**config.mk**
```make
export PLATFORM = sky130hd
export DESIGN_NAME = keyed_value_table_small_top
export DESIGN_NICKNAME = d
export VERILOG_FILES = /design/src/rtl/kvts_pkg.sv /design/src/rtl/kvts_ctrl.sv /design/src/rtl/kvts_dp.sv /design/src/rtl/keyed_value_table_small_top.sv
export VERILOG_INCLUDE_DIRS = /design/src /design/src/rtl
export SDC_FILE = /design/constraint.sdc
export NUM_CORES = 1
export LEC_CHECK = 0
export CAP_MARGIN = 40
export CORE_ASPECT_RATIO = 0.7
export CORE_MARGIN = 5
export CORE_UTILIZATION = 62
export CTS_BUF_LIST = sky130_fd_sc_hd__clkbuf_4
export DETAILED_ROUTE_END_ITERATION = 8
export DONT_BUFFER_PORTS = 1
export GPL_ROUTABILITY_DRIVEN = 1
export PLACE_DENSITY = 0.87
export SLEW_MARGIN = 10
export SYNTH_ARGS = -nofsm -noshare
export SYNTH_HDL_FRONTEND = slang
export SYNTH_SLANG_ARGS = --single-unit
```
**constraint.sdc**
```tcl
create_clock -name clk -period 14 [get_ports clk]
set_input_delay 0 -clock clk [delete_from_list [all_inputs] [get_ports clk]]
set_output_delay 0 -clock clk [all_outputs]
set_load 0.05 [all_outputs]
```
**src/rtl/keyed_value_table_small_top_defines.svh**
```systemverilog
`ifndef KEYED_VALUE_TABLE_SMALL_TOP_DEFINES_SVH
`define KEYED_VALUE_TABLE_SMALL_TOP_DEFINES_SVH

// same-cycle implication, sampled on clk, off during reset
`define KVTS_CHECK_NOW(lbl, ante, cons, msg) \
  lbl: assert property (@(posedge clk) disable iff (!rst_n) (ante) |-> (cons)) \
    else $error(msg);

// next-cycle implication, sampled on clk, off during reset
`define KVTS_CHECK_NEXT(lbl, ante, cons, msg) \
  lbl: assert property (@(posedge clk) disable iff (!rst_n) (ante) |=> (cons)) \
    else $error(msg);

`endif

```
**src/rtl/kvts_pkg.sv**
```systemverilog
package kvts_pkg;

  localparam int KEY_W        = 32;
  localparam int VAL_W        = 32;
  localparam int CNT_W        = 4;
  localparam int ENTRIES_DEF  = 10;
  localparam int KEY_BITS_DEF = 32;

  // request codes
  localparam logic [1:0] FN_SET    = 2'd0;
  localparam logic [1:0] FN_LOOKUP = 2'd1;
  localparam logic [1:0] FN_DELETE = 2'd2;
  localparam logic [1:0] FN_FLAG   = 2'd3;

  // result status codes
  localparam logic [1:0] ST_DONE   = 2'd0;
  localparam logic [1:0] ST_ABSENT = 2'd1;
  localparam logic [1:0] ST_FULL   = 2'd2;

  typedef struct packed {
    logic [1:0]       func;
    logic [KEY_W-1:0] key;
    logic [VAL_W-1:0] value;
    logic             flag_value;
  } in_item_t;

  typedef struct packed {
    logic [1:0]       status;
    logic [VAL_W-1:0] read_value;
    logic [CNT_W-1:0] entry_count;
    logic             update_flag;
  } out_item_t;

  typedef struct packed {
    logic       start;
    logic       scan;
    logic       wr_hit;
    logic       append;
    logic       shift;
    logic       del_end;
    logic       set_flag;
    logic       load_flag;
    logic       take_val;
    logic       st_we;
    logic [1:0] st_code;
    logic       out_load;
  } dp_cmd_t;

  typedef struct packed {
    logic [1:0] func;
    logic       hit;
    logic       miss;
    logic       pend;
    logic       full;
    logic       out_free;
  } dp_sts_t;

endpackage

```
**src/rtl/kvts_ctrl.sv**
```systemverilog
module kvts_ctrl (
  input  logic              clk,
  input  logic              rst_n,
  input  logic              in_valid,
  output logic              in_stall,
  output kvts_pkg::dp_cmd_t cmd,
  input  kvts_pkg::dp_sts_t sts
);
  import kvts_pkg::*;

  typedef enum logic [4:0] {
    S_IDLE  = 5'b00001,
    S_SCAN0 = 5'b00010,
    S_SCAN  = 5'b00100,
    S_SHIFT = 5'b01000,
    S_RESP  = 5'b10000
  } state_t;

  state_t state_r;
  state_t state_nxt;

  always_ff @(posedge clk) begin
    if (!rst_n) begin
      state_r <= S_IDLE;
    end else begin
      state_r <= state_nxt;
    end
  end

  assign in_stall = (state_r != S_IDLE);

  always_comb begin
    cmd       = '0;
    state_nxt = state_r;
    unique case (state_r)
      S_IDLE: begin
        if (in_valid) begin
          cmd.start = 1'b1;
          state_nxt = S_SCAN0;
        end
      end
      S_SCAN0: begin
        if (sts.func == FN_FLAG) begin
          cmd.load_flag = 1'b1;
          cmd.st_we     = 1'b1;
          cmd.st_code   = ST_DONE;
          state_nxt     = S_RESP;
        end else begin
          cmd.scan  = 1'b1;
          state_nxt = S_SCAN;
        end
      end
      S_SCAN: begin
        cmd.scan = 1'b1;
        if (sts.hit) begin
          cmd.st_we   = 1'b1;
          cmd.st_code = ST_DONE;
          unique case (sts.func)
            FN_SET: begin
              cmd.wr_hit   = 1'b1;
              cmd.set_flag = 1'b1;
              state_nxt    = S_RESP;
            end
            FN_LOOKUP: begin
              cmd.take_val = 1'b1;
              state_nxt    = S_RESP;
            end
            FN_DELETE: begin
              state_nxt = S_SHIFT;
            end
            FN_FLAG: begin
              state_nxt = S_RESP;
            end
          endcase
        end else if (sts.miss) begin
          cmd.st_we = 1'b1;
          state_nxt = S_RESP;
          if (sts.func == FN_SET) begin
            if (sts.full) begin
              cmd.st_code = ST_FULL;
            end else begin
              cmd.append   = 1'b1;
              cmd.set_flag = 1'b1;
              cmd.st_code  = ST_DONE;
            end
          end else begin
            cmd.st_code = ST_ABSENT;
          end
        end
      end
      S_SHIFT: begin
        if (sts.pend) begin
          cmd.shift = 1'b1;
        end else begin
          cmd.del_end  = 1'b1;
          cmd.set_flag = 1'b1;
          state_nxt    = S_RESP;
        end
      end
      S_RESP: begin
        if (sts.out_free) begin
          cmd.out_load = 1'b1;
          state_nxt    = S_IDLE;
        end
      end
      default: begin
        state_nxt = S_IDLE;
      end
    endcase
  end

endmodule

```
**src/rtl/kvts_dp.sv**
```systemverilog
module kvts_dp #(
  parameter int ENTRIES  = kvts_pkg::ENTRIES_DEF,
  parameter int KEY_BITS = kvts_pkg::KEY_BITS_DEF
) (
  input  logic                clk,
  input  logic                rst_n,
  input  kvts_pkg::in_item_t  in_item,
  input  kvts_pkg::dp_cmd_t   cmd,
  output kvts_pkg::dp_sts_t   sts,
  output logic                out_valid,
  input  logic                out_stall,
  output kvts_pkg::out_item_t out_item
);
  import kvts_pkg::*;

  localparam int KW = (KEY_BITS < KEY_W) ? KEY_BITS : KEY_W;
  localparam int AW = (ENTRIES > 1) ? $clog2(ENTRIES) : 1;
  localparam int CW = $clog2(ENTRIES + 1);
  localparam int IW = $clog2(ENTRIES + 2);

  logic [KW-1:0]    key_mem [ENTRIES];
  logic [VAL_W-1:0] val_mem [ENTRIES];

  logic [1:0]       func_r;
  logic [KW-1:0]    key_r;
  logic [VAL_W-1:0] val_r;
  logic             flag_in_r;

  logic [IW-1:0]    idx_r;
  logic [AW-1:0]    rd_idx_r;
  logic             pend_r;
  logic [KW-1:0]    rd_key_r;
  logic [VAL_W-1:0] rd_val_r;

  logic [CW-1:0]    fill_r;
  logic             flag_r;
  logic [1:0]       st_r;
  logic [VAL_W-1:0] rdval_r;
  logic             out_valid_r;
  out_item_t        out_r;

  logic             scan_go;
  logic             key_we;
  logic             val_we;
  logic [AW-1:0]    wr_addr;
  logic [KW-1:0]    wr_key;
  logic [VAL_W-1:0] wr_val;

  assign scan_go = cmd.scan | cmd.shift;
  assign key_we  = cmd.append | cmd.shift;
  assign val_we  = cmd.wr_hit | cmd.append | cmd.shift;

  // write port select: move-up, append at the tail, or overwrite at the hit
  always_comb begin
    priority if (cmd.shift) begin
      wr_addr = rd_idx_r - AW'(1);
      wr_key  = rd_key_r;
      wr_val  = rd_val_r;
    end else if (cmd.append) begin
      wr_addr = fill_r[AW-1:0];
      wr_key  = key_r;
      wr_val  = val_r;
    end else begin
      wr_addr = rd_idx_r;
      wr_key  = key_r;
      wr_val  = val_r;
    end
  end

  always_ff @(posedge clk) begin
    if (key_we) begin
      key_mem[wr_addr] <= wr_key;
    end
    if (val_we) begin
      val_mem[wr_addr] <= wr_val;
    end
    if (scan_go) begin
      rd_key_r <= key_mem[idx_r[AW-1:0]];
      rd_val_r <= val_mem[idx_r[AW-1:0]];
    end
  end

  always_ff @(posedge clk) begin
    if (cmd.start) begin
      func_r    <= in_item.func;
      key_r     <= in_item.key[KW-1:0];
      val_r     <= in_item.value;
      flag_in_r <= in_item.flag_value;
    end
  end

  always_ff @(posedge clk) begin
    if (!rst_n) begin
      idx_r       <= '0;
      rd_idx_r    <= '0;
      pend_r      <= 1'b0;
      fill_r      <= '0;
      flag_r      <= 1'b0;
      out_valid_r <= 1'b0;
    end else begin
      if (cmd.start) begin
        idx_r  <= '0;
        pend_r <= 1'b0;
      end else if (scan_go) begin
        idx_r    <= idx_r + IW'(1);
        rd_idx_r <= idx_r[AW-1:0];
        pend_r   <= (idx_r < IW'(fill_r));
      end
      if (cmd.append) begin
        fill_r <= fill_r + CW'(1);
      end else if (cmd.del_end) begin
        fill_r <= fill_r - CW'(1);
      end
      if (cmd.set_flag) begin
        flag_r <= 1'b1;
      end else if (cmd.load_flag) begin
        flag_r <= flag_in_r;
      end
      if (cmd.out_load) begin
        out_valid_r <= 1'b1;
      end else if (!out_stall) begin
        out_valid_r <= 1'b0;
      end
    end
  end

  always_ff @(posedge clk) begin
    if (cmd.start) begin
      rdval_r <= '0;
    end else if (cmd.take_val) begin
      rdval_r <= rd_val_r;
    end
    if (cmd.st_we) begin
      st_r <= cmd.st_code;
    end
    if (cmd.out_load) begin
      out_r.status      <= st_r;
      out_r.read_value  <= rdval_r;
      out_r.entry_count <= CNT_W'(fill_r);
      out_r.update_flag <= flag_r;
    end
  end

  assign sts.func     = func_r;
  assign sts.pend     = pend_r;
  assign sts.hit      = pend_r && (rd_key_r == key_r);
  assign sts.miss     = !pend_r;
  assign sts.full     = (fill_r == CW'(ENTRIES));
  assign sts.out_free = !out_valid_r || !out_stall;

  assign out_valid = out_valid_r;
  assign out_item  = out_r;

endmodule

```
**src/rtl/keyed_value_table_small_top.sv**
```systemverilog
// flow: a flag write goes straight to its result; set, lookup and delete scan the table,
// one entry per cycle on the single memory read port, and a delete then does the move-up
// throughput: one item at a time, next item taken in the cycle after its result is loaded
// reset: clears fill count, update flag, output valid and control; table contents stay uncleared
`include "keyed_value_table_small_top_defines.svh"

module keyed_value_table_small_top #(
  parameter int ENTRIES  = kvts_pkg::ENTRIES_DEF,
  parameter int KEY_BITS = kvts_pkg::KEY_BITS_DEF
) (
  input  logic                clk,
  input  logic                rst_n,
  input  logic                in_valid,
  output logic                in_stall,
  input  kvts_pkg::in_item_t  in_item,
  output logic                out_valid,
  input  logic                out_stall,
  output kvts_pkg::out_item_t out_item
);
  import kvts_pkg::*;

  dp_cmd_t cmd;
  dp_sts_t sts;

  kvts_ctrl u_ctrl (
    .clk      (clk),
    .rst_n    (rst_n),
    .in_valid (in_valid),
    .in_stall (in_stall),
    .cmd      (cmd),
    .sts      (sts)
  );

  kvts_dp #(
    .ENTRIES  (ENTRIES),
    .KEY_BITS (KEY_BITS)
  ) u_dp (
    .clk       (clk),
    .rst_n     (rst_n),
    .in_item   (in_item),
    .cmd       (cmd),
    .sts       (sts),
    .out_valid (out_valid),
    .out_stall (out_stall),
    .out_item  (out_item)
  );

  `KVTS_CHECK_NOW(a_append_room, cmd.append, !sts.full, "append into a full table")
  `KVTS_CHECK_NOW(a_shift_pend, cmd.shift, sts.pend, "move-up without a pending read")
  `KVTS_CHECK_NOW(a_load_free, cmd.out_load, sts.out_free, "result loaded over a held item")
  `KVTS_CHECK_NEXT(a_one_item, in_valid && !in_stall, in_stall, "second item taken while busy")

endmodule
```
Word-level counts from Yosys, hierarchy flattened
Memories as Yosys holds them, arrays and structs flattened. A register that Yosys moved wholly into a read port is not among the register bits.
Index checks and enable logic that the tools add are counted.
{ "classes": {"addsub": 4, "n_lt_le_gt_ge": 1, "n_eq_ne": 14, "muxes": 50, "bitwise_logic": 6, "n_reduce_logical": 11} }
{ "op_table": {"columns": ["cell", "n"], "rows": [
  ["$mux 32", 2],
  ["$eq 32x32->1", 1],
  ["$mux 1", 26],
  ["$mux 5", 5],
  ["$pmux 5 s5", 1],
  ["$mux 4", 4],
  ["$mux 2", 5],
  ["$pmux 5 s2", 1],
  ["$mux 3", 3],
  ["$add 4x1->4 const B", 2],
  ["$sub 4x1->4 const B", 2],
  ["$pmux 3 s2", 1],
  ["$eq 5x1->1 const B", 1],
  ["$eq 5x2->1 const B", 1],
  ["$eq 5x3->1 const B", 1],
  ["$eq 5x4->1 const B", 1],
  ["$eq 5x5->1 const B", 1],
  ["$ne 5x1->1 const B", 1],
  ["$eq 2x2->1 const B", 2],
  ["$eq 4x4->1 const B", 1],
  ["$lt 4x4->1", 1],
  ["$ne 2x2->1 const B", 2],
  ["$or 1x1->1", 4],
  ["$pmux 1 s2", 2],
  ["other kinds (11)", 15]
]} }
{ "word_totals": {"register_bits": 160, "mem_bits_rw": 640, "output_inout_bits": 41, "elab_cells": 105, "mem_count": 2} }
{ "memory_table": {"columns": ["name", "depth", "width", "rd", "rd_ports_with_merged_regs", "write_ports", "line", "rtl"], "rows": [
  ["u_dp.key_mem", 10, 32, 1, 1, 1, "kvts_dp.sv:21", "logic [KW-1:0] key_mem [ENTRIES];"],
  ["u_dp.val_mem", 10, 32, 1, 1, 1, "kvts_dp.sv:22", "logic [VAL_W-1:0] val_mem [ENTRIES];"]
]} }

Longest topological paths before layout
{ "logic_depth": {"depth_word": 10, "ltp_mapped": 11, "mapped_depth_nobuf": 9} }

Cells and area by module
From an unflattened synthesis, not the netlist that was laid out.
{ "unflattened": {"cells_unflattened": 1678, "area_unflattened_um2": 33105.5} }
{ "modules_own_cells": {"columns": ["mod", "n_inst", "cells_per_inst", "area_per_inst_um2", "seq_area_each_um2"], "rows": [
  ["kvts_dp", 1, 1621, 32665.1, 25324.3],
  ["kvts_ctrl", 1, 57, 440.4, 100.1]
]} }

Worst setup path after synthesis
No wires, ideal clock.
{ "synth_timing": {"path_type": "register to register", "start": "reg u_dp.key_r[20]", "end": "mem u_dp.val_mem[7][0], enable pin", "arrival_time_ns": 5.140, "slack_ns": 8.338, "stages_incl_launch_ff": 7, "path_buffers": 1, "period_less_slack_ns": 5.662, "cell_sequence": "edfxtp_1 xor2_1 nor4_1 and4_1 buf_2 nand3_2 a2111oi_1"} }
{ "synth_via": {"elab_chain_len": 8, "elab_cells_between_ends": 11, "cone_classes": "eq/ne (1); mux (7); bitwise (2); reduce/logical (1)"} }
{ "synth_rtl": {"columns": ["element", "line", "rtl"], "rows": [
  ["from (decl)", "kvts_dp.sv:25", "logic [KW-1:0] key_r;"],
  ["from (signal assigned)", "kvts_dp.sv:86", "key_r <= in_item.key[KW-1:0];"],
  ["$eq 32x32->1 *", "kvts_dp.sv:146", "assign sts.hit = pend_r && (rd_key_r == key_r);"],
  ["$logic_and 1x1->1 *", "kvts_dp.sv:146", null],
  ["$mux 1", "kvts_ctrl.sv:55", "if (sts.hit) begin"],
  ["$mux 2 *", "kvts_ctrl.sv:35", "unique case (state_r)"],
  ["$or 1x1->1 (2 in series)", "kvts_dp.sv:51", "assign val_we = cmd.wr_hit | cmd.append | cmd.shift;"],
  ["$mux 1", "kvts_dp.sv:74", "if (val_we) begin"],
  ["$mux 1 (implied by the code)", "kvts_dp.sv:75", "val_mem[wr_addr] <= wr_val;"],
  ["to (decl)", "kvts_dp.sv:22", null]
]} }
Every way passes the cells marked *; elsewhere a longest branch is shown, timed or not.

Final worst setup path
{ "layout_timing": {"start": "reg u_dp.key_r[31]", "end": "mem u_dp.val_mem[4][24], enable pin"} }
Same word-level chain as after synthesis.

==> summary.md <==
| Metric | Value |
|---|---|
| Time the worst path needs with I/O delays and setup | 4.361 ns |
| Final HPWL DP | 40670 um |
| Final hold vios | 0 |
| Initial drt markers | 3796 |
| Slowest CP cell | nor4_1 |
| Library cells used by synthesis | 65 |
| Synth Area per Inst | approximately 18 um2 |
| WHS Path Cells | 5 |
| Buf/Inv on CP | 2 |
| Clk slew on worst S/H paths | 0.07 ns |
| Slew Viols, Final | 0 |
| Setup crit end kind | flop |
| Die H | 204.8 um |
| Hold Startpoint | out_stall |
| Met3 routed WL | 12960 um |
| Worst Path Arrival | 4.93 ns |
| TritonCTS clock tree | done |
| Max-Cap Viols | 0 |
| Pin count of the biggest net entering global routing | 72 |
| Met2 Wirelength | roughly 45000 um |
| Static Leak | 0.01247 uW |
| Tot GR Track Use | 0.3044 |
| M1 WL | around 30000 um |
| Vias | 20980 |
| Worst-skew pair later-pin latency | 1.05 ns |
| PwrDens | 132.3 mW/mm2 |
| Top delay family on crit path | simple AND/OR/NAND/NOR gates |
| Reg2Reg Depth | 7 |
| Final core area utilization | 0.7246 |
| FF-to-FF End | u_dp.val_mem[4][24]$_DFFE_PP_ |
| Kind of critical path | flop to flop |
| GP Congestion | 0.8128 |
| Clk buf depth | 3 |
| Drt drc | 0 |
| Initial Util | 0.6263 |
| Post-Route WL | 93170 um |
| Syn Std Cell Area | 0.03360 mm2 |
| Synth Register Bits | 864 |
| Overall Power | 5145 uW |
| Top sig layer | met4 |
| EDFF count, synth | 812 |
| Most frequent CP cell | buf_4 |
| Cell Chain, Critical Path | xor2_1 > nor4_1 > and4_1 > buf_4 > nand3_2 > a2111oi_4 > buf_4 |
| Syn-to-layout area delta | 15.70% |
| Clock Skews | 0.1432 ns |
| Worst slew pin tran | 0.8999 ns |
| Cts bufs inserted | approximately 190 |
| Peak VDD IR | 0.08026 mV |
| Worst-path fanout max | 36 |
| Via density | 6.897 |
| Share of cells above drive strength 1 | 0.2344 |
| CP Launch Type | flop |
| Post-Syn Instances | 1876 |
| # clock sinks | 864 |
| WL/cell | just over 30 um |
| Hold endpoint | u_ctrl.state_r[4]$_SDFFE_PN0P_ |
| Asr flop ratio synth | 0 |
| Sequential fraction of the synthesis area | 0.7566 |
| Vias in the first global route | 21120 |
| Antenna violations before repair | 2 |
| Max incr delay on CP | 0.73 ns |
| I/O Pins | ~110 |
| RSZ-0062 raised after global routing | false |
| Post-route cell area | 0.03888 mm2 |
| DIE AREA | slightly below 0.06 mm2 |
| Synth warn | 0 |
| First-pass iteration count of the detailed router | 6 |
| Reg2Reg Setup Slack | 9.64 ns |
| Placement row count | 71 |
| Relative slew slack | 0.3945 |
| Gr ovfl total | 0 |
| Reg2reg start | u_dp.key_r[31]$_DFFE_PP_ |
| Final setup violation count | 0 |
| Commonest non-fill, non-tap cell in the layout | edfxtp_1 |
| WP data required | 14.57 ns |
| Main flop type after synthesis | edfxtp_1 |
| Tcrit/Tclk final | 0.3115 |
| CTS Root Cell | clkbuf_4 |
| Placed cell areas | 0.03477 mm2 |
| Post-cts resize count | 0 |
| # nets final | 2226 |
| Chip width | 288.3 um |
| Total core area | roughly 0.054 mm2 |
| Global-route wire length before repair | 132400 um |
| Most frequent cells in the layout | 812 x edfxtp_1, 295 x clkbuf_4, 211 x nand2_1 |
| Port Buffers | 0 |
| Fmax achieved | between 200 and 250 MHz |
| H-tree depth | 4 |
| Setup TNS Final | 0 ns |
| Status | complete, no violations |
| Hold WC Path Type | input pin to flop |
| Post-route ant nets | 0 |
| Mapped Nets | 1955 |
[cells in the mapped netlist (3+ instances only)]
master     number  area share
nor3_2          3     0.00089
buf_4           4     0.00089
nor3_1          5     0.00074
xor2_1         35      0.0091
nor2b_1        67       0.012
inv_1          10      0.0011
edfxtp_1      812        0.73
buf_1           4     0.00045
nand2_1       211       0.024
ha_1            7      0.0026
nand4_1        38      0.0071
o31ai_1        34      0.0076
xnor2_1         4      0.0010
a21o_1          4     0.00089
a31oi_1         4     0.00074
clkbuf_1       67      0.0075
a2111oi_2       6      0.0027
a21oi_1       108       0.016
mux4_2        128       0.086
mux2i_1        67       0.020
nand2b_1        5     0.00093
nor2_1         21      0.0023
and2_1          4     0.00074
nand3_1         5     0.00074
a211oi_1       69       0.015
nor2_2          5     0.00093
buf_2          39      0.0058
dfxtp_1        52       0.031
nor4_1         11      0.0020
[metrics by stage]
stage | std cells | hold WS (ns) | worst slack, ns
2_1_floorplan | 1876 | 0.06194 | 8.338
3_3_place_gp | 2523 | 0.06653 | 9.282
4_1_cts | 3033 | 0.03153 | 9.109
6_report | 3041 | 0.1027 | 9.639
5_1_grt | 3041 | 0.09628 | 9.689
3_5_place_dp | 2538 | 0.07121 | 9.179
[logic make-up after synthesis]
group / synth area share
flops: 0.7566
simple gates: 0.05987
compound gates: 0.04822
mux: 0.1057
buf+inv: 0.01620
xor+xnor: 0.01016
fa+ha+maj: 0.003202
[final cells by class]
class                   count  area [um2]
flip-flops and latches    864       25440
well taps                 730       913.4
diodes                      3       7.507
clock inverters            59       387.9
inverters                  11       41.29
multi-input cells         886        7838
clock buffers             295        2215
repair buffers            193        2037
fillers                  2723       14780
[tightest hold or removal path: stages]
cell and delay [ns]:
dlygate4sd3_1 0.60, nand2_1 0.12, o211ai_1 0.17, a22oi_1 0.09, o21ai_1 0.07
[power by group]
part | leakage, uW | switching [uW] | internal [uW] | total [uW]
Combinational | 0.00316 | 86.4 | 47.9 | 134
Clock | 0.00154 | 1090 | 1060 | 2150
Sequential | 0.00777 | 17.3 | 2840 | 2860
[sequential cells by signal (all words and copies together), names as in the netlist, 32 cells and up]
register / cells
u_dp.val_mem: 320
u_dp.rdval_r: 32
u_dp.key_r: 32
u_dp.val_r: 32
u_dp.rd_val_r: 32
u_dp.out_item: 39
u_dp.rd_key_r: 32
u_dp.key_mem: 320
[worst max-delay path by stage]
| stage | start | endpoint | slack (ns) | cells after the start |
|---|---|---|---|---|
| final | u_dp.key_r[31]$_DFFE_PP_ | u_dp.val_mem[4][24]$_DFFE_PP_ | 9.64 | 7 |
| after global routing | u_dp.rd_key_r[21]$_DFFE_PP_ | u_dp.val_mem[4][23]$_DFFE_PP_ | 9.69 | 7 |
| after floorplan | u_dp.key_r[20]$_DFFE_PP_ | u_dp.val_mem[7][0]$_DFFE_PP_ | 8.34 | 6 |
| after global placement | u_dp.idx_r[0]$_SDFFE_PP0P_ | u_dp.rd_key_r[10]$_DFFE_PP_ | 9.28 | 7 |
| after detailed placement | u_dp.idx_r[0]$_SDFFE_PP0P_ | u_dp.rd_val_r[4]$_DFFE_PP_ | 9.18 | 7 |
| after CTS | u_dp.idx_r[0]$_SDFFE_PP0P_ | u_dp.rd_val_r[16]$_DFFE_PP_ | 9.11 | 7 |
[per-layer routing]
layer | vias up | GRT usage
met5 | - | 0
met2 | 2361 | 0.4863
met3 | 448 | 0.08676
met1 | 10040 | 0.3910
li1 | 8125 | -
met4 | 0 | 0.1488
[repair_timing]
item	in CTS	in global routing
hold endpoints to repair	225	0
hold buffers	141	0
buffers inserted	0	0
(Power assumes the default switching activity.)
